--- src/hw/rtl/mfp_pkg.sv ---
// types, constants and checksum helpers shared by the frame parser modules
package mfp_pkg;

  localparam logic [7:0] START_V1 = 8'hFE;
  localparam logic [7:0] START_V2 = 8'hFD;
  localparam logic [15:0] CRC_SEED = 16'hFFFF;

  typedef enum logic [1:0] {
    ST_INCOMPLETE = 2'd0,
    ST_OK         = 2'd1,
    ST_BAD_CRC    = 2'd2
  } status_t;

  typedef struct packed {
    logic [1:0]  frame_status;
    logic        payload_valid;
    logic [7:0]  payload_index;
    logic [7:0]  payload_data;
    logic [23:0] message_id;
    logic [7:0]  src_system;
    logic [7:0]  src_component;
    logic [7:0]  sequence_res;
    logic [7:0]  payload_length;
    logic        is_v2;
    logic [7:0]  incompat_bits;
    logic [7:0]  compat_bits;
  } result_t;

  // crc-16/mcrf4xx, one byte
  function automatic logic [15:0] crc_add(input logic [15:0] crc, input logic [7:0] b);
    logic [7:0] t;
    t = b ^ crc[7:0];
    t = t ^ {t[3:0], 4'h0};
    return {8'h00, crc[15:8]} ^ {t, 8'h00} ^ {5'b0, t, 3'b0} ^ {12'h000, t[7:4]};
  endfunction

  // per-message extra byte, zero for ids not in the table
  function automatic logic [7:0] extra_for(input logic [23:0] id);
    logic [7:0] v;
    case (id)
      24'd0:   v = 8'd50;
      24'd1:   v = 8'd124;
      24'd2:   v = 8'd137;
      24'd4:   v = 8'd237;
      24'd24:  v = 8'd24;
      24'd30:  v = 8'd39;
      24'd33:  v = 8'd104;
      24'd35:  v = 8'd244;
      24'd36:  v = 8'd54;
      24'd65:  v = 8'd118;
      24'd74:  v = 8'd20;
      24'd76:  v = 8'd152;
      24'd77:  v = 8'd143;
      24'd147: v = 8'd154;
      24'd253: v = 8'd83;
      default: v = 8'd0;
    endcase
    return v;
  endfunction

endpackage

--- src/hw/rtl/mfp_parser.sv ---
// frame phase tracking, header capture and checksum for one byte per step
module mfp_parser (
  input  logic             clk,
  input  logic             rst_n,
  input  logic             step,
  input  logic [7:0]       rx_byte,
  output mfp_pkg::result_t res
);
  import mfp_pkg::*;

  typedef enum logic [12:0] {
    PH_IDLE     = 13'h0001,
    PH_LEN      = 13'h0002,
    PH_INCOMPAT = 13'h0004,
    PH_COMPAT   = 13'h0008,
    PH_SEQ      = 13'h0010,
    PH_SYS      = 13'h0020,
    PH_COMP     = 13'h0040,
    PH_ID0      = 13'h0080,
    PH_ID1      = 13'h0100,
    PH_ID2      = 13'h0200,
    PH_PAYLOAD  = 13'h0400,
    PH_CRC1     = 13'h0800,
    PH_CRC2     = 13'h1000
  } phase_t;

  phase_t      phase_r, phase_nxt;
  logic [15:0] crc_r, crc_nxt;
  logic        ver_r, ver_nxt;
  logic [7:0]  len_r, len_nxt;
  logic [7:0]  cnt_r, cnt_nxt;
  logic [23:0] id_r, id_nxt;
  logic [7:0]  seq_r, seq_nxt;
  logic [7:0]  sys_r, sys_nxt;
  logic [7:0]  comp_r, comp_nxt;
  logic [7:0]  incompat_r, incompat_nxt;
  logic [7:0]  compat_r, compat_nxt;
  logic [7:0]  crc_lo_r, crc_lo_nxt;

  logic [15:0] crc_one;
  logic [23:0] id_full;

  assign crc_one = crc_add(crc_r, rx_byte);

  always_comb begin
    phase_nxt    = phase_r;
    crc_nxt      = crc_r;
    ver_nxt      = ver_r;
    len_nxt      = len_r;
    cnt_nxt      = cnt_r;
    id_nxt       = id_r;
    seq_nxt      = seq_r;
    sys_nxt      = sys_r;
    comp_nxt     = comp_r;
    incompat_nxt = incompat_r;
    compat_nxt   = compat_r;
    crc_lo_nxt   = crc_lo_r;
    res          = '0;
    id_full      = id_r;

    case (phase_r)
      PH_IDLE: begin
        if (rx_byte == START_V1 || rx_byte == START_V2) begin
          ver_nxt      = (rx_byte == START_V2);
          crc_nxt      = CRC_SEED;
          id_nxt       = '0;
          incompat_nxt = '0;
          compat_nxt   = '0;
          cnt_nxt      = '0;
          phase_nxt    = PH_LEN;
        end
      end
      PH_LEN: begin
        len_nxt   = rx_byte;
        crc_nxt   = crc_one;
        phase_nxt = ver_r ? PH_INCOMPAT : PH_SEQ;
      end
      PH_INCOMPAT: begin
        incompat_nxt = rx_byte;
        crc_nxt      = crc_one;
        phase_nxt    = PH_COMPAT;
      end
      PH_COMPAT: begin
        compat_nxt = rx_byte;
        crc_nxt    = crc_one;
        phase_nxt  = PH_SEQ;
      end
      PH_SEQ: begin
        seq_nxt   = rx_byte;
        crc_nxt   = crc_one;
        phase_nxt = PH_SYS;
      end
      PH_SYS: begin
        sys_nxt   = rx_byte;
        crc_nxt   = crc_one;
        phase_nxt = PH_COMP;
      end
      PH_COMP: begin
        comp_nxt  = rx_byte;
        crc_nxt   = crc_one;
        phase_nxt = PH_ID0;
      end
      PH_ID0, PH_ID2: begin
        // first or last id byte for v2, only id byte for v1
        if (phase_r == PH_ID0) begin
          id_full = {16'h0000, rx_byte};
        end else begin
          id_full = {rx_byte, id_r[15:0]};
        end
        id_nxt  = id_full;
        crc_nxt = crc_one;
        if (phase_r == PH_ID0 && ver_r) begin
          phase_nxt = PH_ID1;
        end else begin
          cnt_nxt = '0;
          if (len_r == 8'd0) begin
            // empty payload: extra byte goes in right away
            crc_nxt   = crc_add(crc_one, extra_for(id_full));
            phase_nxt = PH_CRC1;
          end else begin
            phase_nxt = PH_PAYLOAD;
          end
        end
      end
      PH_ID1: begin
        id_nxt    = {8'h00, rx_byte, id_r[7:0]};
        crc_nxt   = crc_one;
        phase_nxt = PH_ID2;
      end
      PH_PAYLOAD: begin
        res.payload_valid = 1'b1;
        res.payload_index = cnt_r;
        res.payload_data  = rx_byte;
        crc_nxt           = crc_one;
        if ({1'b0, cnt_r} + 9'd1 >= {1'b0, len_r}) begin
          crc_nxt   = crc_add(crc_one, extra_for(id_r));
          phase_nxt = PH_CRC1;
        end
        cnt_nxt = cnt_r + 8'd1;
      end
      PH_CRC1: begin
        crc_lo_nxt = rx_byte;
        phase_nxt  = PH_CRC2;
      end
      PH_CRC2: begin
        res.frame_status   = ({rx_byte, crc_lo_r} == crc_r) ? ST_OK : ST_BAD_CRC;
        res.message_id     = id_r;
        res.src_system     = sys_r;
        res.src_component  = comp_r;
        res.sequence_res   = seq_r;
        res.payload_length = len_r;
        res.is_v2          = ver_r;
        res.incompat_bits  = incompat_r;
        res.compat_bits    = compat_r;
        phase_nxt          = PH_IDLE;
      end
      default: begin
        phase_nxt = PH_IDLE;
      end
    endcase
  end

  always_ff @(posedge clk) begin
    if (!rst_n) begin
      phase_r    <= PH_IDLE;
      crc_r      <= CRC_SEED;
      ver_r      <= 1'b0;
      len_r      <= '0;
      cnt_r      <= '0;
      id_r       <= '0;
      seq_r      <= '0;
      sys_r      <= '0;
      comp_r     <= '0;
      incompat_r <= '0;
      compat_r   <= '0;
      crc_lo_r   <= '0;
    end else if (step) begin
      phase_r    <= phase_nxt;
      crc_r      <= crc_nxt;
      ver_r      <= ver_nxt;
      len_r      <= len_nxt;
      cnt_r      <= cnt_nxt;
      id_r       <= id_nxt;
      seq_r      <= seq_nxt;
      sys_r      <= sys_nxt;
      comp_r     <= comp_nxt;
      incompat_r <= incompat_nxt;
      compat_r   <= compat_nxt;
      crc_lo_r   <= crc_lo_nxt;
    end
  end

endmodule

--- src/hw/rtl/mavlink_frame_parser_unit.sv ---
// top level of the mavlink v1/v2 frame parser: input register, parser, result register
//
// usage notes
// - input channel (in_valid, in_stall, in_rx_byte): one received serial byte per beat
// - result channel (out_*): exactly one result beat per input beat, in order
//   payload bytes come out with payload_valid, index and data; the beat of the
//   second checksum byte carries frame_status ok or bad crc plus the header
//   fields; every other beat reports incomplete with zeroed fields
// - path: a byte accepted into the input register moves on into the result
//   register when the parser steps; throughput is one byte per cycle while
//   the result side does not stall, set by the single parser step between them
// - stall on the result side holds the result register; the input register
//   still takes a byte while the result waits, and in_stall rises only when
//   both registers are full and out_stall is high
// - reset (rst_n low at a clock edge) empties both registers and puts the
//   parser back to hunting for a start byte with the crc seed loaded
module mavlink_frame_parser_unit (
  input  logic        clk,
  input  logic        rst_n,
  input  logic        in_valid,
  output logic        in_stall,
  input  logic [7:0]  in_rx_byte,
  output logic        out_valid,
  input  logic        out_stall,
  output logic [1:0]  out_frame_status,
  output logic        out_payload_valid,
  output logic [7:0]  out_payload_index,
  output logic [7:0]  out_payload_data,
  output logic [23:0] out_message_id,
  output logic [7:0]  out_src_system,
  output logic [7:0]  out_src_component,
  output logic [7:0]  out_sequence_res,
  output logic [7:0]  out_payload_length,
  output logic        out_is_v2,
  output logic [7:0]  out_incompat_bits,
  output logic [7:0]  out_compat_bits
);
  import mfp_pkg::*;

  // input register
  logic       s1_valid_r;
  logic [7:0] s1_byte_r;

  // result register
  logic       out_valid_r;
  result_t    out_res_r;

  result_t    res;
  logic       advance;
  logic       in_take;

  // the parser steps when the byte in the input register can move into the
  // result register: that register is empty or being drained this cycle
  assign advance  = s1_valid_r && (!out_valid_r || !out_stall);
  assign in_stall = s1_valid_r && !advance;
  assign in_take  = in_valid && !in_stall;

  mfp_parser u_parser (
    .clk     (clk),
    .rst_n   (rst_n),
    .step    (advance),
    .rx_byte (s1_byte_r),
    .res     (res)
  );

  always_ff @(posedge clk) begin
    if (!rst_n) begin
      s1_valid_r <= 1'b0;
    end else if (in_take) begin
      s1_valid_r <= 1'b1;
    end else if (advance) begin
      s1_valid_r <= 1'b0;
    end
  end

  // payload register, no reset needed
  always_ff @(posedge clk) begin
    if (in_take) begin
      s1_byte_r <= in_rx_byte;
    end
  end

  always_ff @(posedge clk) begin
    if (!rst_n) begin
      out_valid_r <= 1'b0;
    end else if (advance) begin
      out_valid_r <= 1'b1;
    end else if (!out_stall) begin
      out_valid_r <= 1'b0;
    end
  end

  always_ff @(posedge clk) begin
    if (advance) begin
      out_res_r <= res;
    end
  end

  assign out_valid          = out_valid_r;
  assign out_frame_status   = out_res_r.frame_status;
  assign out_payload_valid  = out_res_r.payload_valid;
  assign out_payload_index  = out_res_r.payload_index;
  assign out_payload_data   = out_res_r.payload_data;
  assign out_message_id     = out_res_r.message_id;
  assign out_src_system     = out_res_r.src_system;
  assign out_src_component  = out_res_r.src_component;
  assign out_sequence_res   = out_res_r.sequence_res;
  assign out_payload_length = out_res_r.payload_length;
  assign out_is_v2          = out_res_r.is_v2;
  assign out_incompat_bits  = out_res_r.incompat_bits;
  assign out_compat_bits    = out_res_r.compat_bits;

`ifndef NO_ASSERTIONS
  // a payload beat never also closes a frame
  a_payload_not_status: assert property (@(posedge clk) disable iff (!rst_n)
    out_valid_r |-> !(out_res_r.payload_valid && out_res_r.frame_status != ST_INCOMPLETE))
    else $error("payload beat carries a frame status");

  // header fields are zero unless a frame completes
  a_header_zero: assert property (@(posedge clk) disable iff (!rst_n)
    (out_valid_r && out_res_r.frame_status == ST_INCOMPLETE)
      |-> (out_res_r.message_id == 24'd0 && out_res_r.payload_length == 8'd0
           && out_res_r.is_v2 == 1'b0))
    else $error("header fields set on an incomplete beat");

  // a byte held in the input register stays put while the parser cannot step
  a_s1_hold: assert property (@(posedge clk) disable iff (!rst_n)
    (s1_valid_r && !advance) |=> (s1_valid_r && $stable(s1_byte_r)))
    else $error("input register lost or changed a waiting byte");

  // a stalled result beat keeps its status
  a_out_hold: assert property (@(posedge clk) disable iff (!rst_n)
    (out_valid_r && out_stall) |=> (out_valid_r && $stable(out_res_r.frame_status)))
    else $error("stalled result changed");
`endif

endmodule
--- config.mk ---
export PLATFORM = sky130hd
export DESIGN_NAME = mavlink_frame_parser_unit
export DESIGN_NICKNAME = d
export VERILOG_FILES = /design/src/hw/rtl/mfp_pkg.sv /design/src/hw/rtl/mfp_parser.sv /design/src/hw/rtl/mavlink_frame_parser_unit.sv
export SDC_FILE = /design/constraint.sdc
export NUM_CORES = 1
export LEC_CHECK = 0
export ABC_CLOCK_PERIOD_IN_PS = 4230
export BUFFER_PORTS_ARGS = -buffer_cell sky130_fd_sc_hd__buf_2
export CELL_PAD_IN_SITES_DETAIL_PLACEMENT = 0
export CELL_PAD_IN_SITES_GLOBAL_PLACEMENT = 1
export CORE_AREA = 2 2 169 171
export DETAILED_ROUTE_END_ITERATION = 10
export DIE_AREA = 0 0 171 173
export PLACE_DENSITY_LB_ADDON = 0.1
export SLEW_MARGIN = 20
export SYNTH_ARGS = -nofsm -noshare
export SYNTH_HDL_FRONTEND = slang
export SYNTH_SLANG_ARGS = --single-unit
export TNS_END_PERCENT = 1
--- constraint.sdc ---
create_clock -name clk -period 4.23 [get_ports clk]
set_input_delay 0 -clock clk [delete_from_list [all_inputs] [get_ports clk]]
set_output_delay 0 -clock clk [all_outputs]
set_load 0.1 [all_outputs]
=== After elaboration in Yosys (flattened, before gate mapping) ===
Cells that the tools add are included.

* $add $sub $neg: 2
* $lt $le $gt $ge: 1
* Eq/ne operators: 48
* Mux-type cells: 33
* Bitwise operators: 16
* Reductions and logical operators: 35

{| class="wikitable"
|+ Operators with widths
! operator !! count
|-
| 8-bit case mux with 15 select lines || 2
|-
| 24-bit by 7-bit equality test with 1-bit output, second input constant || 8
|-
| 24-bit by 6-bit equality test with 1-bit output, second input constant || 6
|-
| 13-bit case mux with 11 select lines || 1
|-
| 24-bit by 5-bit equality test with 1-bit output, second input constant || 4
|-
| 24-bit by 8-bit equality test with 1-bit output, second input constant || 4
|-
| 24-bit 2-to-1 mux || 3
|-
| 24-bit case mux with 3 select lines || 1
|-
| 16-bit 2-to-1 mux || 4
|-
| 16-bit case mux with 4 select lines || 1
|-
| 8-bit 2-to-1 mux || 7
|-
| 24-bit by 1-bit equality test with 1-bit output, second input constant || 2
|-
| 24-bit by 2-bit equality test with 1-bit output, second input constant || 2
|-
| 24-bit by 3-bit equality test with 1-bit output, second input constant || 2
|-
| 24-bit logical NOT || 2
|-
| 16-bit by 11-bit XOR with 16-bit output || 3
|-
| 16-bit by 4-bit XOR with 16-bit output || 3
|-
| 8-bit by 16-bit XOR with 16-bit output || 3
|-
| 8-bit XOR || 6
|-
| 13-bit 2-to-1 mux || 3
|-
| 8-bit case mux with 2 select lines || 2
|-
| 8-bit case mux with 3 select lines || 1
|-
| 3-bit AND reduction || 6
|-
| 17-bit 2-to-1 mux || 1
|-
| other kinds (36) || 58
|}

* Register bits after elaboration: 220
* Input bits: 12
* Output and inout port bits: 94
* Word-level logic and storage cells: 163

=== Logic depth before layout (Yosys ltp) ===
* Word-level depth: 16
* Mapped depth: 15
* Depth with buffers taken out: 14

=== Hierarchy ===
Synthesis repeated with hierarchy kept, for this count alone.

* Cell total of the unflattened synthesis: 1140
* Area, all modules: 11204.5 um^2

{| class="wikitable"
|+ By module, submodules not included
! module !! times used !! cells each !! area an instance (um^2) !! sequential area each (um^2)
|-
| mfp_parser || 1 || 1032 || 8117.8 || 2362.3
|-
| mavlink_frame_parser_unit || 1 || 108 || 3086.7 || 3042.9
|}

=== Least setup slack after synthesis ===
No wires, ideal clock.

* Path type: register to register
* From: register out_valid_r (netlist: out_valid)
* To: register u_parser.crc_lo_r[0]
* Setup time: 0.138 ns
* Arrival time: 4.844 ns
* Data required time: 4.092 ns
* Setup slack: -0.752 ns
* Cell stages (with the launch flop): 6
* Path buffers: 1
* Period minus slack after synthesis: 4.982 ns
* Path through: dfxtp_1 a21boi_1 clkbuf_1 nand2_1 nand2_1 a21boi_0

* Longest elaborated chain between the ends: 4

{| class="wikitable"
|+ RTL lines
! element !! line !! RTL
|-
| start, declared || mavlink_frame_parser_unit.sv:45 || <nowiki>logic out_valid_r;</nowiki>
|-
| start signal, assigned || mavlink_frame_parser_unit.sv:85 || <nowiki>out_valid_r <= 1'b0;</nowiki>
|-
| start signal, assigned || mavlink_frame_parser_unit.sv:87 || <nowiki>out_valid_r <= 1'b1;</nowiki>
|-
| start signal, assigned || mavlink_frame_parser_unit.sv:89 || <nowiki>out_valid_r <= 1'b0;</nowiki>
|-
| 1-bit logical NOT || mavlink_frame_parser_unit.sv:54 || <nowiki>assign advance = s1_valid_r && (!out_valid_r || !out_stall);</nowiki>
|-
| 1-bit logical OR || mavlink_frame_parser_unit.sv:54 ||
|-
| 1-bit logical AND || mavlink_frame_parser_unit.sv:54 ||
|-
| named net advance || mavlink_frame_parser_unit.sv:49 || <nowiki>logic advance;</nowiki>
|-
| 2-bit AND reduction (no source line) || - ||
|-
| end signal, assigned || mfp_parser.sv:189 || <nowiki>crc_lo_r <= crc_lo_nxt;</nowiki>
|-
| end, declared || mfp_parser.sv:38 || <nowiki>logic [7:0] crc_lo_r, crc_lo_nxt;</nowiki>
|}

The timed path passes the listed nets, and every way through them passes these cells.
A chain may end at the register's enable or synchronous reset.

=== Worst setup path in the final report ===
* From: register u_parser.phase_r[4]
* To: register u_parser.crc_r[7]

* Longest elaborated chain between the ends: 15
* Elaborated cells between the ends (all ways): 45
* Those cells by class: eq/ne: 26; mux: 9; bitwise: 4; reduce/logical: 6

{| class="wikitable"
|+ RTL lines
! element !! line !! RTL
|-
| start, declared || mfp_parser.sv:27 || <nowiki>phase_t phase_r, phase_nxt;</nowiki>
|-
| start signal, assigned || mfp_parser.sv:178 || <nowiki>phase_r <= phase_nxt;</nowiki>
|-
| 13-bit by 8-bit equality test with 1-bit output || mfp_parser.sv:61, mfp_parser.sv:105, mfp_parser.sv:112 ||
|-
| 24-bit 2-to-1 mux || mfp_parser.sv:105 || <nowiki>if (phase_r == PH_ID0) begin</nowiki>
|-
| 24-bit 2-to-1 mux || mfp_parser.sv:61 || <nowiki>case (phase_r)</nowiki>
|-
| 24-bit by 8-bit equality test with 1-bit output, or another cell as far along || mfp_pkg.sv:40 || <nowiki>case (id)</nowiki>
|-
| 8-bit case mux with 15 select lines || mfp_pkg.sv:40 ||
|-
| 8-bit 2-to-1 mux || mfp_parser.sv:116 || <nowiki>if (len_r == 8'd0) begin</nowiki>
|-
| 8-bit 2-to-1 mux || mfp_parser.sv:112 || <nowiki>if (phase_r == PH_ID0 && ver_r) begin</nowiki>
|-
| 8-bit 2-to-1 mux || mfp_parser.sv:61 ||
|-
| 8-bit XOR || mfp_pkg.sv:32 || <nowiki>t = b ^ crc[7:0];</nowiki>
|-
| 8-bit XOR || mfp_pkg.sv:33 || <nowiki>t = t ^ {t[3:0], 4'h0};</nowiki>
|-
| 16-bit by 11-bit XOR with 16-bit output || mfp_pkg.sv:34 || <nowiki>return {8'h00, crc[15:8]} ^ {t, 8'h00} ^ {5'b0, t, 3'b0} ^ {12'h000, t[7:4]};</nowiki>
|-
| 16-bit by 4-bit XOR with 16-bit output || mfp_pkg.sv:34 ||
|-
| 16-bit 2-to-1 mux || mfp_parser.sv:116 ||
|-
| 16-bit 2-to-1 mux || mfp_parser.sv:112 ||
|-
| 16-bit case mux with 4 select lines || mfp_parser.sv:61 ||
|-
| end signal, assigned || mfp_parser.sv:179 || <nowiki>crc_r <= crc_nxt;</nowiki>
|-
| end, declared || mfp_parser.sv:28 || <nowiki>logic [15:0] crc_r, crc_nxt;</nowiki>
|}

Parallel ways exist; a longest one is shown, timed or not. The select of a mux whose other input is x is not followed.

==> summary.md <==
| Metric | Value |
|---|---|
| Shortest clock period the worst path allows after layout | around 3700 ps |
| Peak ir drop on the vdd network | roughly 0.25 mV |
| Height of the die | 173 um |
| Initial standard-cell utilization of the core | 41.5% |
| Proportion of synthesized area in mux cells | 3.59% |
| Antenna Diode Count | 0 |
| Synth-to-layout area growth | 17.8% |
| Max incr delay on CP | ~770 ps |
| Total power | 5130 uW |
| Worst Setup Path Type | register to register |
| Total nets after synthesis | 1190 |
| Run status | finished, final reports clean |
| Buffering stage count on the worst path with inverters included | 0 |
| Post-Route WL | 32400 um |
| Final period utilization | 87.7% |
| Yosys top cell area share | 26.2% |
| Buffers on Ports | 105 |
| Number of instances in the synthesized netlist | 1169 |
| Total congestion overflow | 0 |
| Synth area leaders | sky130_fd_sc_hd__edfxtp_1, sky130_fd_sc_hd__dfxtp_1, sky130_fd_sc_hd__and2_1 |
| Share of post-route cells with drive strength above 1 | 16.2% |
| Post-detailed-route via-to-cell ratio | 5.47 |
| Setup repair after global routing missed its margin | false |
| Type of destination of the critical path | register |
| Final-report hold violation count | 0 |
| #FFs+latches synth | 220 |
| Number of buffers added by the clock tree synthesis step | 25 |
| Main combinational cell family by area after synthesis | simple AND/OR/NAND/NOR gates |
| Ordered list of cells on the worst path | or4b_2, nor4_4, nor2_2, a21o_1, or4b_1, xor3_1, xnor2_1, a211oi_1, o22a_1 |
| Final standard cell utilization of the core | 48.8% |
| Clock tree from TritonCTS | built |
| Master of the slowest instance on the critical path | sky130_fd_sc_hd__or4b_2 |
| Worst slew margin relative to its limit | 29.0% |
| Die width | 171 um |
| Type of element launching the critical path | register |
| Max-cap violations | 0 |
| Worst skew pair latency | between 500 and 600 ps |
| Synth cell count leaders | sky130_fd_sc_hd__dfxtp_1, sky130_fd_sc_hd__edfxtp_1, sky130_fd_sc_hd__and2_1 |
| Netlist area before placement | 11500 um^2 |
| H-tree Lvls | 1 |
| Number of antenna violations at the first check in global routing | 0 |
| Required time at the endpoint of the critical path | 4720 ps |
| Final count of negative-setup-slack endpoints | 0 |
| Last weighted congestion value of the routability-driven placer | 0.914 |
| Most instantiated flip-flop cell in the synthesis netlist | sky130_fd_sc_hd__dfxtp_1 |
| Detailed Route Iter0 Violations | 640 |
| Post-Synth Adder-Cell Area | 0.983% |
| Yosys top cell by area | sky130_fd_sc_hd__edfxtp_1 |
| Achievable clock frequency | about 270 MHz |
| Critical path data arrival time | 4200 ps |
| Count of distinct cell types in the synthesized netlist | between 70 and 80 |
| Library cell with the highest instance count after synthesis | sky130_fd_sc_hd__dfxtp_1 |
| Std-Cell Rows | 61 |
| Number of gates resized after CTS | 0 |
| Final-layout fill cell count | about 2700 |
| Bufs on Longest Clock Path | 3 |
| Static leakage power | 0.00484 uW |
| Post-layout instance count excluding filler cells | 1677 |
| Number of iterations in the first detailed-routing pass | 5 |
| Multi-input logic area | 5720 um^2 |
| Post-synthesis compound-gate area fraction | 12.4% |
| Synth async-reset ratio | 0% |
| Max Slew Vio Count | 0 |
| Number of global-route vias before repair | 8749 |
| Floorplan Core Area | 27600 um^2 |
| Clk pin slew, worst setup/hold paths | 60 ps |
| Cell class contributing the biggest share of worst-path delay | simple AND/OR/NAND/NOR gates |
| Final layout net count | 1301 |
| Worst setup skew after layout | 12.1 ps |
| Sequential Area | 5410 um^2 |
| Total instance count after detailed placement | 1620 |
| Total negative slack for setup checks | 0 ps |
| WL/cell | 19.3 um |
| CTS Root Buffer Type | sky130_fd_sc_hd__clkbuf_16 |
| Proportion of synthesized chip area in sequential cells | between 40% and 50% |
| Largest net degree at the start of global routing | 79 |
| Wire length of the first global-routing pass | 50800 um |
| Least-Margin Pin Slew | 1060 ps |
| Average size of a mapped cell | 9.80 um^2 |
| Antenna-violating nets left | 0 |
| Number of design rule violations left after detail routing | 0 |
| Area enclosed by the die boundary | between 20000 and 30000 um^2 |
| I/O pin cnt | 106 |
| HPWL Detailed | about 23000 um |
| Number of flops mapped to enable cells by yosys | 100 |
| Critical-path maximum fanout | 9 |
| Number of warning messages in the yosys log | 0 |
| Power per cell area | 380 nW/um^2 |
| Worst hold-check path type | input pin to register |
| Simple logic cell fraction of the synthesized area | 25.1% |
| Sinks on the clock net | 220 |
| Synthesized-area fraction occupied by xor and xnor cells | about 7.5% |
| Global-route usage over all layers | 21.8% |
| Routed via count | 9171 |
-- registers in the layout, summed over array words and instances (netlist names), 2 cells and up --
name	count
out_frame_status	2
out_message_id	24
out_compat_bits	8
u_parser.cnt_r	8
u_parser.phase_r	13
s1_byte_r	8
out_src_component	8
out_incompat_bits	8
out_payload_data	8
u_parser.id_r	24
out_sequence_res	8
u_parser.crc_lo_r	8
u_parser.sys_r	8
u_parser.len_r	8
u_parser.crc_r	16
u_parser.incompat_r	8
u_parser.compat_r	8
u_parser.comp_r	8
out_payload_index	8
out_payload_length	8
out_src_system	8
u_parser.seq_r	8
-- routing by layer --
layer | up-vias | part of all wire [%] | global-route usage, % | routed length (um)
li1 | 4449 | - | - | -
met1 | 4411 | 47 | 31.0 | 15300
met2 | 255 | 45 | 34.1 | 14400
met3 | 56 | 4.9 | 2.95 | 1580
met4 | 0 | 3.1 | 7.13 | 1020
met5 | - | 0 | 0 | 0
-- kinds of logic after synthesis --
logic type               Yosys count
AND/OR/NAND/NOR                  511
multiplexers                      41
adder cells (fa/ha/maj)            9
AO/OA/AOI/OAI                    202
buffers and inverters             93
flip-flops                       220
XOR/XNOR                          93
-- worst reg2reg max path, cell delays in order (launching register included) --
cell and delay (ps):
sky130_fd_sc_hd__dfxtp_1 380, sky130_fd_sc_hd__or4b_2 770, sky130_fd_sc_hd__nor4_4 550, sky130_fd_sc_hd__nor2_2 160
sky130_fd_sc_hd__a21o_1 200, sky130_fd_sc_hd__or4b_1 590, sky130_fd_sc_hd__xor3_1 460, sky130_fd_sc_hd__xnor2_1 150
sky130_fd_sc_hd__a211oi_1 240, sky130_fd_sc_hd__o22a_1 160
-- metrics by stage --
stage / hold slack [ps] / instance area [um^2] / worst slack [ps]
after floorplan: 98.9 / 11500 / 903
after detailed placement: 178 / 12500 / 578
after CTS: 125 / 13500 / 565
after global routing: 157 / 13500 / 257
final: 134 / 13500 / 522
after global placement: 176 / 12500 / 600
-- placed cells by master (no fill, tap or decap), types with 40 or more instances in the layout --
cell	Yosys	layout
sky130_fd_sc_hd__nand3_1	49	49
sky130_fd_sc_hd__nor2_1	72	72
sky130_fd_sc_hd__a21boi_0	40	40
sky130_fd_sc_hd__edfxtp_1	100	100
sky130_fd_sc_hd__and2_1	85	85
sky130_fd_sc_hd__xnor2_1	42	42
sky130_fd_sc_hd__nor2b_1	68	68
sky130_fd_sc_hd__buf_2	1	105
sky130_fd_sc_hd__dfxtp_1	120	120
sky130_fd_sc_hd__mux2i_1	40	40
sky130_fd_sc_hd__buf_4	0	50
sky130_fd_sc_hd__nand2_1	79	79
sky130_fd_sc_hd__xor2_1	48	48
-- layout make-up --
class | count | share of cell area (%)
timing repair buffer | 167 | 7.64
clock inverter | 9 | 1.05
tap | 378 | 3.50
clock buffer | 37 | 5.12
inverter | 10 | 0.278
multi-input combinational | 856 | 42.4
sequential | 220 | 40.1
-- power breakdown --
part | leakage (uW) | total (uW) | internal (uW) | switching, uW
Clock | 0.000405 | 2210 | 1320 | 888
Sequential | 0.00189 | 2290 | 2260 | 31.3
Combinational | 0.00255 | 626 | 152 | 474
-- worst paths after layout --
kind                                             start  cells past startpoint                      to  slack, ps
worst max-delay path               u_parser.phase_r[4]                      9       u_parser.crc_r[7]        520
worst min-delay path                             rst_n                      2      u_parser.crc_r[11]        130
worst max register to register     u_parser.phase_r[4]                      9       u_parser.crc_r[7]        520
worst min register to register  u_parser.incompat_r[6]                      2  u_parser.incompat_r[6]        470
-- what timing repair did --
item                      in CTS  in global routing
hold buffers                  11                  0
hold endpoints to repair      11                  0
setup buffers                  0                  0
No activity file was read; power rests on OpenSTA's default activity.
